[src/hw/rtl/skf_pkg.sv]
// Shared types and constants for the scalar Kalman filter.
// No dependencies; every other file of the block but skf_meas_if imports this package.
package skf_pkg;

  // Gain is an unsigned Q1.16 fraction, 0 .. 1.0 inclusive, so it needs 17 bits
  localparam int GAIN_BITS = 16;
  localparam int GAIN_W    = GAIN_BITS + 1;
  localparam logic [GAIN_W-1:0] GAIN_ONE = {1'b1, {GAIN_BITS{1'b0}}};

  // Configuration register map
  localparam int CFG_IDX_W = 2;
  typedef logic [CFG_IDX_W-1:0] cfg_idx_t;
  localparam cfg_idx_t CFG_INIT_EST   = 2'd0;
  localparam cfg_idx_t CFG_INIT_ERR   = 2'd1;
  localparam cfg_idx_t CFG_PROC_NOISE = 2'd2;
  localparam cfg_idx_t CFG_MEAS_NOISE = 2'd3;

  // Sequencer states
  typedef enum logic [3:0] {
    ST_IDLE,
    ST_PRED,
    ST_SUM,
    ST_DIV_GO,
    ST_DIV_WAIT,
    ST_MULX_GO,
    ST_MULX_WAIT,
    ST_MULP_GO,
    ST_MULP_WAIT,
    ST_UPDATE
  } skf_state_t;

endpackage

[src/hw/rtl/skf_meas_if.sv]
// Measurement request channel: valid/ready handshake plus payload.
// Depends on nothing; width follows DATA_WIDTH.
interface skf_meas_if #(parameter int DATA_WIDTH = 32);
  logic                         valid;
  logic                         ready;
  logic signed [DATA_WIDTH-1:0] measurement;
  logic                         restart;

  modport source (output valid, measurement, restart, input ready);
  modport sink   (input valid, measurement, restart, output ready);
endinterface

[src/hw/rtl/skf_result_if.sv]
// Result channel: valid/ready handshake plus estimate, variance and gain.
// Depends on skf_pkg for the gain width.
interface skf_result_if #(parameter int DATA_WIDTH = 32);
  import skf_pkg::*;
  logic                         valid;
  logic                         ready;
  logic signed [DATA_WIDTH-1:0] estimate;
  logic        [DATA_WIDTH-1:0] error_variance;
  logic        [GAIN_W-1:0]     gain;

  modport source (output valid, estimate, error_variance, gain, input ready);
  modport sink   (input valid, estimate, error_variance, gain, output ready);
endinterface

[src/hw/rtl/skf_div.sv]
// Restoring divider for the Kalman gain, one quotient bit per cycle.
// Depends on skf_pkg (gain width). Quotient is forced to 0 for a zero divisor.
module skf_div #(
  parameter int DATA_WIDTH = 32
) (
  input  logic                          clk,
  input  logic                          rst_n,
  input  logic                          start,
  input  logic [DATA_WIDTH-1:0]         dividend,
  input  logic [DATA_WIDTH:0]           divisor,
  output logic                          done,
  output logic [skf_pkg::GAIN_W-1:0]    quot
);
  import skf_pkg::*;

  localparam int CNT_W = $clog2(GAIN_W);

  logic [DATA_WIDTH:0]   rem_r, rem_nxt;
  logic [DATA_WIDTH:0]   dvs_r, dvs_nxt;
  logic [GAIN_W-1:0]     q_r, q_nxt;
  logic [CNT_W-1:0]      cnt_r, cnt_nxt;
  logic                  busy_r, busy_nxt;
  logic                  done_r, done_nxt;
  logic [DATA_WIDTH+1:0] trial;
  logic [DATA_WIDTH+1:0] rem_step;
  logic                  fit;

  // One trial subtraction; the first step compares without shifting
  always_comb begin
    trial    = (cnt_r == '0) ? {1'b0, rem_r} : {rem_r, 1'b0};
    fit      = (trial >= {1'b0, dvs_r});
    rem_step = fit ? (trial - {1'b0, dvs_r}) : trial;
  end

  // Step control
  always_comb begin
    rem_nxt  = rem_r;
    dvs_nxt  = dvs_r;
    q_nxt    = q_r;
    cnt_nxt  = cnt_r;
    busy_nxt = busy_r;
    done_nxt = 1'b0;
    if (start) begin
      rem_nxt  = {1'b0, dividend};
      dvs_nxt  = divisor;
      q_nxt    = '0;
      cnt_nxt  = '0;
      busy_nxt = 1'b1;
    end else if (busy_r) begin
      // remainder stays below the divisor, so the top bit drops out
      rem_nxt = rem_step[DATA_WIDTH:0];
      q_nxt   = {q_r[GAIN_W-2:0], fit};
      if (cnt_r == CNT_W'(GAIN_BITS)) begin
        busy_nxt = 1'b0;
        done_nxt = 1'b1;
      end else begin
        cnt_nxt = cnt_r + 1'b1;
      end
    end
  end

  always_ff @(posedge clk) begin
    if (!rst_n) begin
      busy_r <= 1'b0;
      done_r <= 1'b0;
      cnt_r  <= '0;
    end else begin
      busy_r <= busy_nxt;
      done_r <= done_nxt;
      cnt_r  <= cnt_nxt;
    end
  end

  always_ff @(posedge clk) begin
    rem_r <= rem_nxt;
    dvs_r <= dvs_nxt;
    q_r   <= q_nxt;
  end

  assign done = done_r;
  assign quot = (dvs_r == '0) ? '0 : q_r;

endmodule

[src/hw/rtl/skf_mul.sv]
// Shared multiplier: registered operands, then registered product.
// Depends on skf_pkg (gain width). Used for both the estimate and variance updates.
module skf_mul #(
  parameter int DATA_WIDTH = 32
) (
  input  logic                                  clk,
  input  logic                                  rst_n,
  input  logic                                  start,
  input  logic [DATA_WIDTH:0]                   mcand,
  input  logic [skf_pkg::GAIN_W-1:0]            mplier,
  output logic                                  done,
  output logic [DATA_WIDTH+skf_pkg::GAIN_W:0]   prod
);
  import skf_pkg::*;

  localparam int PROD_W = DATA_WIDTH + GAIN_W + 1;

  logic [DATA_WIDTH:0] a_r;
  logic [GAIN_W-1:0]   b_r;
  logic [PROD_W-1:0]   p_r;
  logic                v1_r;
  logic                done_r;

  // Valid pipe
  always_ff @(posedge clk) begin
    if (!rst_n) begin
      v1_r   <= 1'b0;
      done_r <= 1'b0;
    end else begin
      v1_r   <= start;
      done_r <= v1_r;
    end
  end

  // Operand capture, then product
  always_ff @(posedge clk) begin
    if (start) begin
      a_r <= mcand;
      b_r <= mplier;
    end
    if (v1_r) begin
      p_r <= PROD_W'(a_r) * PROD_W'(b_r);
    end
  end

  assign done = done_r;
  assign prod = p_r;

endmodule

[src/hw/rtl/scalar_kalman_filter.sv]
// Scalar Kalman filter, signed fixed point, one measurement per request.
// A request is taken only in the idle state, so a new one waits until the previous
// result is written to the output register. The 17-step restoring divider forms the
// gain, and two passes go through the shared two-stage multiplier.
// Synchronous active-low reset loads the default noise and initial values and sets
// the estimate and variance from them; no result is pending after reset.
module scalar_kalman_filter #(
  parameter int DATA_WIDTH = 32,
  parameter int FRAC_BITS  = 16
) (
  input  logic                     clk,
  input  logic                     rst_n,
  skf_meas_if.sink                 in_chan,
  skf_result_if.source             out_chan,
  input  logic                     cfg_we,
  input  skf_pkg::cfg_idx_t        cfg_index,
  input  logic [DATA_WIDTH-1:0]    cfg_wdata
);
  import skf_pkg::*;

  localparam int PROD_W = DATA_WIDTH + GAIN_W + 1;
  localparam longint unsigned FX_ONE = 64'd1 << FRAC_BITS;
  localparam logic [DATA_WIDTH-1:0] RST_ONE    = DATA_WIDTH'(FX_ONE);
  localparam logic [DATA_WIDTH-1:0] RST_PNOISE = DATA_WIDTH'((FX_ONE + 64'd50) / 64'd100);
  localparam logic [DATA_WIDTH-1:0] RST_MNOISE =
    DATA_WIDTH'((FX_ONE * 64'd10 + 64'd50) / 64'd100);

  // Configuration
  logic [DATA_WIDTH-1:0] init_est_r, init_err_r, pnoise_r, mnoise_r;

  // Filter state and working registers
  skf_state_t            state_r, state_nxt;
  logic [DATA_WIDTH-1:0] x_r, p_r, z_r, pp_r;
  logic [DATA_WIDTH:0]   sum_r, mag_r, dmag_r;
  logic                  neg_r;
  logic [GAIN_W-1:0]     q_r;

  // Output register
  logic                  out_valid_r;
  logic [DATA_WIDTH-1:0] out_est_r, out_var_r;
  logic [GAIN_W-1:0]     out_gain_r;

  // Sequencer outputs
  logic in_rdy, div_start, mul_start, mul_sel_var, upd_fire, in_acc;

  // Datapath nets
  logic [DATA_WIDTH:0]   p_sum, resid, resid_mag, sum_nxt, x_upd, mcand;
  logic [DATA_WIDTH-1:0] pp_nxt;
  logic [GAIN_W-1:0]     mplier, div_quot;
  logic [PROD_W-1:0]     mul_prod;
  logic                  div_done, mul_done;

  // Next state
  always_comb begin
    state_nxt = state_r;
    unique case (state_r)
      ST_IDLE:      if (in_chan.valid) state_nxt = ST_PRED;
      ST_PRED:      state_nxt = ST_SUM;
      ST_SUM:       state_nxt = ST_DIV_GO;
      ST_DIV_GO:    state_nxt = ST_DIV_WAIT;
      ST_DIV_WAIT:  if (div_done) state_nxt = ST_MULX_GO;
      ST_MULX_GO:   state_nxt = ST_MULX_WAIT;
      ST_MULX_WAIT: if (mul_done) state_nxt = ST_MULP_GO;
      ST_MULP_GO:   state_nxt = ST_MULP_WAIT;
      ST_MULP_WAIT: if (mul_done) state_nxt = ST_UPDATE;
      ST_UPDATE:    if (!out_valid_r || out_chan.ready) state_nxt = ST_IDLE;
      default:      state_nxt = ST_IDLE;
    endcase
  end

  // Sequencer outputs
  always_comb begin
    in_rdy      = (state_r == ST_IDLE);
    div_start   = (state_r == ST_DIV_GO);
    mul_start   = (state_r == ST_MULX_GO) || (state_r == ST_MULP_GO);
    mul_sel_var = (state_r == ST_MULP_GO);
    upd_fire    = (state_r == ST_UPDATE) && (!out_valid_r || out_chan.ready);
  end

  assign in_chan.ready = in_rdy;
  assign in_acc        = in_chan.valid && in_rdy;

  // Prediction with saturation, residual magnitude, gain denominator
  always_comb begin
    p_sum     = {1'b0, p_r} + {1'b0, pnoise_r};
    pp_nxt    = p_sum[DATA_WIDTH] ? '1 : p_sum[DATA_WIDTH-1:0];
    resid     = {z_r[DATA_WIDTH-1], z_r} - {x_r[DATA_WIDTH-1], x_r};
    resid_mag = resid[DATA_WIDTH] ? (~resid + 1'b1) : resid;
    sum_nxt   = {1'b0, pp_r} + {1'b0, mnoise_r};
  end

  // Shared multiplier operands: K*|z-x| first, then Pp*(1-K)
  always_comb begin
    mcand  = mul_sel_var ? {1'b0, pp_r} : mag_r;
    mplier = mul_sel_var ? (GAIN_ONE - q_r) : q_r;
  end

  // New estimate lies between x and z, so W+1 bits never overflow
  assign x_upd = {x_r[DATA_WIDTH-1], x_r} + (neg_r ? (~dmag_r + 1'b1) : dmag_r);

  skf_div #(.DATA_WIDTH(DATA_WIDTH)) u_div (
    .clk      (clk),
    .rst_n    (rst_n),
    .start    (div_start),
    .dividend (pp_r),
    .divisor  (sum_r),
    .done     (div_done),
    .quot     (div_quot)
  );

  skf_mul #(.DATA_WIDTH(DATA_WIDTH)) u_mul (
    .clk    (clk),
    .rst_n  (rst_n),
    .start  (mul_start),
    .mcand  (mcand),
    .mplier (mplier),
    .done   (mul_done),
    .prod   (mul_prod)
  );

  // Control, configuration and filter state
  always_ff @(posedge clk) begin
    if (!rst_n) begin
      state_r     <= ST_IDLE;
      out_valid_r <= 1'b0;
      init_est_r  <= RST_ONE;
      init_err_r  <= RST_ONE;
      pnoise_r    <= RST_PNOISE;
      mnoise_r    <= RST_MNOISE;
      x_r         <= RST_ONE;
      p_r         <= RST_ONE;
    end else begin
      state_r <= state_nxt;

      if (upd_fire) begin
        out_valid_r <= 1'b1;
      end else if (out_chan.ready) begin
        out_valid_r <= 1'b0;
      end

      if (cfg_we) begin
        unique case (cfg_index)
          CFG_INIT_EST:   init_est_r <= cfg_wdata;
          CFG_INIT_ERR:   init_err_r <= cfg_wdata;
          CFG_PROC_NOISE: pnoise_r   <= cfg_wdata;
          CFG_MEAS_NOISE: mnoise_r   <= cfg_wdata;
          default:        ;
        endcase
      end

      // restart reloads before this request's update
      if (in_acc && in_chan.restart) begin
        x_r <= init_est_r;
        p_r <= init_err_r;
      end
      if (state_r == ST_MULP_WAIT && mul_done) begin
        p_r <= mul_prod[DATA_WIDTH+GAIN_BITS-1:GAIN_BITS];
      end
      if (upd_fire) begin
        x_r <= x_upd[DATA_WIDTH-1:0];
      end
    end
  end

  // Working payload registers
  always_ff @(posedge clk) begin
    if (in_acc) begin
      z_r <= in_chan.measurement;
    end
    if (state_r == ST_PRED) begin
      pp_r  <= pp_nxt;
      neg_r <= resid[DATA_WIDTH];
      mag_r <= resid_mag;
    end
    if (state_r == ST_SUM) begin
      sum_r <= sum_nxt;
    end
    if (state_r == ST_DIV_WAIT && div_done) begin
      q_r <= div_quot;
    end
    if (state_r == ST_MULX_WAIT && mul_done) begin
      dmag_r <= mul_prod[DATA_WIDTH+GAIN_BITS:GAIN_BITS];
    end
    if (upd_fire) begin
      out_est_r  <= x_upd[DATA_WIDTH-1:0];
      out_var_r  <= p_r;
      out_gain_r <= q_r;
    end
  end

  assign out_chan.valid          = out_valid_r;
  assign out_chan.estimate       = out_est_r;
  assign out_chan.error_variance = out_var_r;
  assign out_chan.gain           = out_gain_r;

  // Checks
  a_div_done_wait: assert property (@(posedge clk) disable iff (!rst_n)
    div_done |-> state_r == ST_DIV_WAIT)
    else $error("divider finished outside its wait state");

  a_mul_done_wait: assert property (@(posedge clk) disable iff (!rst_n)
    mul_done |-> (state_r == ST_MULX_WAIT || state_r == ST_MULP_WAIT))
    else $error("multiplier finished outside a wait state");

  a_gain_range: assert property (@(posedge clk) disable iff (!rst_n)
    out_valid_r |-> out_gain_r <= GAIN_ONE)
    else $error("gain above one");

  a_var_shrinks: assert property (@(posedge clk) disable iff (!rst_n)
    state_r == ST_UPDATE |-> p_r <= pp_r)
    else $error("updated variance exceeds predicted variance");

  a_zero_gain_hold: assert property (@(posedge clk) disable iff (!rst_n)
    (upd_fire && q_r == '0) |=> x_r == $past(x_r))
    else $error("estimate moved with zero gain");

endmodule

[src/flat_wrapper.sv]
// flat-port wrapper written by rule: the top's interface ports become plain ports
module scalar_kalman_filter_flat import skf_pkg::*;
#(
  parameter int DATA_WIDTH = 32,
  parameter int FRAC_BITS  = 16
)
  (clk, rst_n, cfg_we, cfg_index, cfg_wdata, in_chan_valid, in_chan_measurement, in_chan_restart, in_chan_ready, out_chan_valid, out_chan_estimate, out_chan_error_variance, out_chan_gain, out_chan_ready);
  skf_meas_if #(.DATA_WIDTH(DATA_WIDTH)) in_chan_i ();
  skf_result_if #(.DATA_WIDTH(DATA_WIDTH)) out_chan_i ();
  input  logic clk;
  input  logic rst_n;
  input  logic cfg_we;
  input  skf_pkg::cfg_idx_t cfg_index;
  input  logic [DATA_WIDTH-1:0] cfg_wdata;
  input wire logic [$bits(in_chan_i.valid)-1:0] in_chan_valid;
  input wire logic [$bits(in_chan_i.measurement)-1:0] in_chan_measurement;
  input wire logic [$bits(in_chan_i.restart)-1:0] in_chan_restart;
  output wire logic [$bits(in_chan_i.ready)-1:0] in_chan_ready;
  output wire logic [$bits(out_chan_i.valid)-1:0] out_chan_valid;
  output wire logic [$bits(out_chan_i.estimate)-1:0] out_chan_estimate;
  output wire logic [$bits(out_chan_i.error_variance)-1:0] out_chan_error_variance;
  output wire logic [$bits(out_chan_i.gain)-1:0] out_chan_gain;
  input wire logic [$bits(out_chan_i.ready)-1:0] out_chan_ready;
  assign in_chan_i.valid = in_chan_valid;
  assign in_chan_i.measurement = in_chan_measurement;
  assign in_chan_i.restart = in_chan_restart;
  assign in_chan_ready = in_chan_i.ready;
  assign out_chan_valid = out_chan_i.valid;
  assign out_chan_estimate = out_chan_i.estimate;
  assign out_chan_error_variance = out_chan_i.error_variance;
  assign out_chan_gain = out_chan_i.gain;
  assign out_chan_i.ready = out_chan_ready;
  scalar_kalman_filter #(.DATA_WIDTH(DATA_WIDTH), .FRAC_BITS(FRAC_BITS)) u_core (.clk(clk), .rst_n(rst_n), .in_chan(in_chan_i), .out_chan(out_chan_i), .cfg_we(cfg_we), .cfg_index(cfg_index), .cfg_wdata(cfg_wdata));
endmodule
[config.mk]
export PLATFORM = sky130hd
export DESIGN_NAME = scalar_kalman_filter_flat
export DESIGN_NICKNAME = d
export VERILOG_FILES = /design/src/hw/rtl/skf_pkg.sv /design/src/hw/rtl/skf_meas_if.sv /design/src/hw/rtl/skf_result_if.sv /design/src/hw/rtl/skf_div.sv /design/src/hw/rtl/skf_mul.sv /design/src/hw/rtl/scalar_kalman_filter.sv /design/src/flat_wrapper.sv
export SDC_FILE = /design/constraint.sdc
export NUM_CORES = 2
export LEC_CHECK = 0
export BUFFER_PORTS_ARGS = -buffer_cell sky130_fd_sc_hd__buf_2
export CORE_MARGIN = 4
export CORE_UTILIZATION = 60
export CTS_BUF_LIST = sky130_fd_sc_hd__clkbuf_8
export DETAILED_ROUTE_END_ITERATION = 10
export PLACE_DENSITY_LB_ADDON = 0.15
export SLEW_MARGIN = 10
export SYNTH_ARGS = -nofsm -noshare
export SYNTH_HDL_FRONTEND = slang
export SYNTH_SLANG_ARGS = --single-unit
[constraint.sdc]
create_clock -name clk -period 15.8 [get_ports clk]
set_input_delay 0.79 -clock clk [delete_from_list [all_inputs] [get_ports clk]]
set_output_delay 0.79 -clock clk [all_outputs]
set_load 0.02 [all_outputs]
==> metrics.yaml <==
clock_network:
  cts_tree: "yes"
  cts_made_buffers: 103
  hold_buffers: 0
  h-tree-depth: 3
  clk_pin_slew_ns: 0.06
  ctsResizeCount: 0
  cts_buffer_depth: 3
  cts_num_sinks: 632
  cts_setup_buffers: 0
  clk_latency_ns: 0.74
  root_buffer: "clkbuf_8"
setup_path:
  crit_buf_inv: 3
  crit_top_cell: "fa_1"
  critical_path_class: "reg -> reg"
  worstSetupStartpointType: "register"
  path_cells: "nand2_1 > fa_1 > inv_1 > fa_1 > fa_1 > fa_1 > fa_1 > inv_1 > fa_1 > inv_1 > ha_1 > a21o_1 > a21o_1 > a21oi_1 > o21ai_0 > nor2b_1 > a21bo_2 > a21o_1 > a21oi_1 > o21bai_1 > a21boi_0 > xnor2_1"
  rr_endpoint: "u_core.u_mul.prod[43]$_DFFE_PP_"
  cp-end-kind: "register"
  arrival_ns: 7.86
  critPathRequiredTime_ns: 16.28
  crit_family: "adder cells"
  critical_path.max_fanout: 17
  r2r_cells: 22
  rr_startpoint: "u_core.u_mul.a_r[8]$_DFFE_PP_"
  crit_start: "u_core.u_mul.a_r[8]$_DFFE_PP_"
  r2r_slack_ns: 8.42
  critPathMaxStageDelay_ns: 0.89
  slowest_stage: "edfxtp_1"
global_route:
  antenna_found_initial: 3
  grt_pass1_wl_um: 208000
  grt_max_degree: 101
  grt_pass1_vias: 36200
  overflow: 0
  grt_usage_pct: 31.3
routing:
  wl_per_cell_um: 21.3
  drt-pass1-iter-count: 5
  drtIter0Drc: 3311
  routed_wirelength_um: 134000
  via_per_inst: 5.81
  vias: 36500
  drcViolationCount: 0
  postRouteAntennaNets: 0
cells_and_area:
  multi_input_area_um2: 28500
  nFillCells: 6493
  layout-drive-gt1-share_pct: 8.40
  syn2layout_area_growth_pct: 8.04
  ff_latch_area_um2: 16700
  final_cell_area_um2: 52300
  finish.utilization_pct: 65.8
  nNetsFinal: 5949
flow_run:
  cap_violations: 0
sta:
  finClkSkew_ns: 0.0371
  postLayoutSetupSlackWorst_ns: 8.42
  fmax_ghz: 0.136
  setup_tns_ns: 0
  final_max_slew_viol_count: 0
  worstMarginPinSlew_ns: 1.15
  rsz0062_at_grt: "no"
  post-route-min-period_ns: 7.38
  setup_viol: 0
  hold_viol_final: 0
  max-slew-margin-rel_pct: 23.1
  post-route-period-util_pct: 46.7
place:
  dpl_cell_area_um2: 50100
  dp_slack_ns: 8.51
  place.gp.congestion: 0.962
  port_buffers: 154
  dpl.hpwl_um: 101000
pwr:
  clkPwrFrac_pct: 29.1
  leakage_nw: 22.9
  p_sw_mw: 1.81
  peakVddDrop_mv: 0.102
  switching_share_pct: 34.6
  power_frac_seq_pct: 37.8
  power.share.combinational_pct: 33.1
  power_density_nw_per_um2: 100
  p_int_mw: 3.43
  p_total_mw: 5.25
min_path:
  hold_start: "in_chan_measurement[1]"
  hp-class: "in -> reg"
  hold_path_end: "u_core.z_r[1]$_DFFE_PP_"
  min_path_cells: 1
synth:
  synth.distinct_cells: 85
  synth_seq_area_share_pct: 34.6
  syn_area_per_cell_um2: 9.59
  synth_edf_count: 408
  synth_ff_type: "edfxtp_1"
  synth_warnings: 0
  async_reset_ff_share_pct: 0
  yosysTopAreaCell: "edfxtp_1"
  synth.top_cells.by_area: "edfxtp_1 (25%), fa_1 (19%), dfxtp_1 (9.3%)"
  ys_ff_latch: 632
  synth_top_area_share_pct: 25.3
  synthesis.area_um2: 48400
  syn-num-nets: 5859
  synth_cells: 5045
floorplan:
  core-area_um2: 79500
  die_w_um: 292
  fp.dieH_um: 292
  io_pins: 155
  row_count: 103
  start_util_pct: 60.9
  die_area_um2: 85300
status:
  status: "complete, no violations"
==> Yosys cell counts (47+ instances only) <==
cell type / count
o21ai_0: 135
and2_1: 206
edfxtp_1: 408
dfxtp_1: 224
nor2_1: 185
clkbuf_1: 205
a21o_1: 103
nand2_1: 920
nand3_1: 47
a21oi_1: 373
fa_1: 466
a22oi_1: 61
ha_1: 276
xor2_1: 79
nor2b_1: 51
xnor2_1: 159
inv_1: 659
==> kinds of logic after synthesis <==
group | count (synthesis) | share of synthesized area [%]
xor gates and xnor gates | 238 | 4.31
and+or+nand+nor | 1613 | 15.2
adders and majority gates | 742 | 26.4
DFF | 632 | 34.6
AOI/OAI and AO/OA | 880 | 11.3
muxes | 67 | 1.47
buffers and inverters | 873 | 6.77
==> power groups by stage <==
stage,clock network (mW),logic (mW),registers [mW]
4_1_cts,1.55,1.73,1.98
6_report,1.53,1.74,1.99
3_5_place_dp,0,1.72,2.02
5_1_grt,1.63,1.94,1.99
3_3_place_gp,0,1.69,2.02
2_1_floorplan,0,1.26,1.99
==> worst reg2reg max path, delay by kind of cell, from the launching register on <==
kind	cells	cell delay [ns]
AO/OA/AOI/OAI	9	2.27
buffers and inverters	3	0.14
AND/OR/NAND/NOR	2	0.39
adder cells (fa/ha/maj)	7	3.38
XOR/XNOR	1	0.09
flip-flops	1	0.89
==> final cells by class <==
class / count / area share [%]
Clock buffer: 116 / 3.05
Inverter: 662 / 4.76
Multi-Input combinational cell: 3540 / 54.4
Timing Repair Buffer: 196 / 2.08
Clock inverter: 80 / 1.15
Tap cell: 1050 / 2.51
Sequential cell: 632 / 32.0
Antenna cell: 3 / 0.0144
==> metrics by stage <==
step / std cells / hold slack [ns]
CTS: 6276 / 0.175
floorplan: 5045 / 0.400
finish: 6279 / 0.227
detailed placement: 6080 / 0.405
global placement: 6080 / 0.401
global route: 6278 / 0.176
==> sequential cells by signal (all words and copies together), names as in the netlist, 33 cells and up <==
name / cells
u_core.mag_r: 33
u_core.sum_r: 33
u_core.u_div.dvs_r: 33
u_core.u_div.rem_r: 33
u_core.u_mul.a_r: 33
==> layer usage <==
| metal | global-route usage (%) | routed length, um |
|---|---|---|
| met1 | 45.1 | 57900 |
| met2 | 48.5 | 60100 |
| met3 | 5.83 | 11300 |
| met4 | 9.89 | 4390 |
| met5 | 0 | 0 |
==> worst max path at each step <==
| stage | end | slack, ns | depth (start not counted) |
|---|---|---|---|
| after global routing | u_core.u_mul.prod[43]$_DFFE_PP_ | 8.04 | 22 |
| after global placement | u_core.u_mul.prod[43]$_DFFE_PP_ | 8.67 | 22 |
| after detailed placement | u_core.u_mul.prod[43]$_DFFE_PP_ | 8.51 | 21 |
| final | u_core.u_mul.prod[43]$_DFFE_PP_ | 8.42 | 22 |
| after CTS | u_core.u_mul.prod[43]$_DFFE_PP_ | 8.51 | 21 |
| after floorplan | u_core.mag_r[0]$_DFFE_PP_ | 8.32 | 2 |
==> layout by cell type, fill, tap and decap left out, types with 8 or more instances in the layout <==
cell type	instances
nand2_1	920
inv_1	691
fa_1	466
edfxtp_1	408
a21oi_1	372
ha_1	276
dfxtp_1	224
and2_1	204
nor2_1	177
xnor2_1	159
buf_2	154
o21ai_0	135
clkbuf_8	116
a21o_1	103
xor2_1	79
a22oi_1	61
nor2b_1	50
nand3_1	46
buf_4	42
mux2_2	34
mux2i_1	33
nor3_1	32
o21bai_1	28
and3_1	26
nand2b_1	26
nand4_1	25
o21a_1	25
nor4_1	20
clkinv_2	20
o31ai_1	19
a31oi_1	18
or3_1	15
a211oi_1	14
o211ai_1	14
a21boi_0	11
or2_2	11
clkinv_1	10
bufinv_16	8
Note: power is estimated with default switching activity, not from simulation.
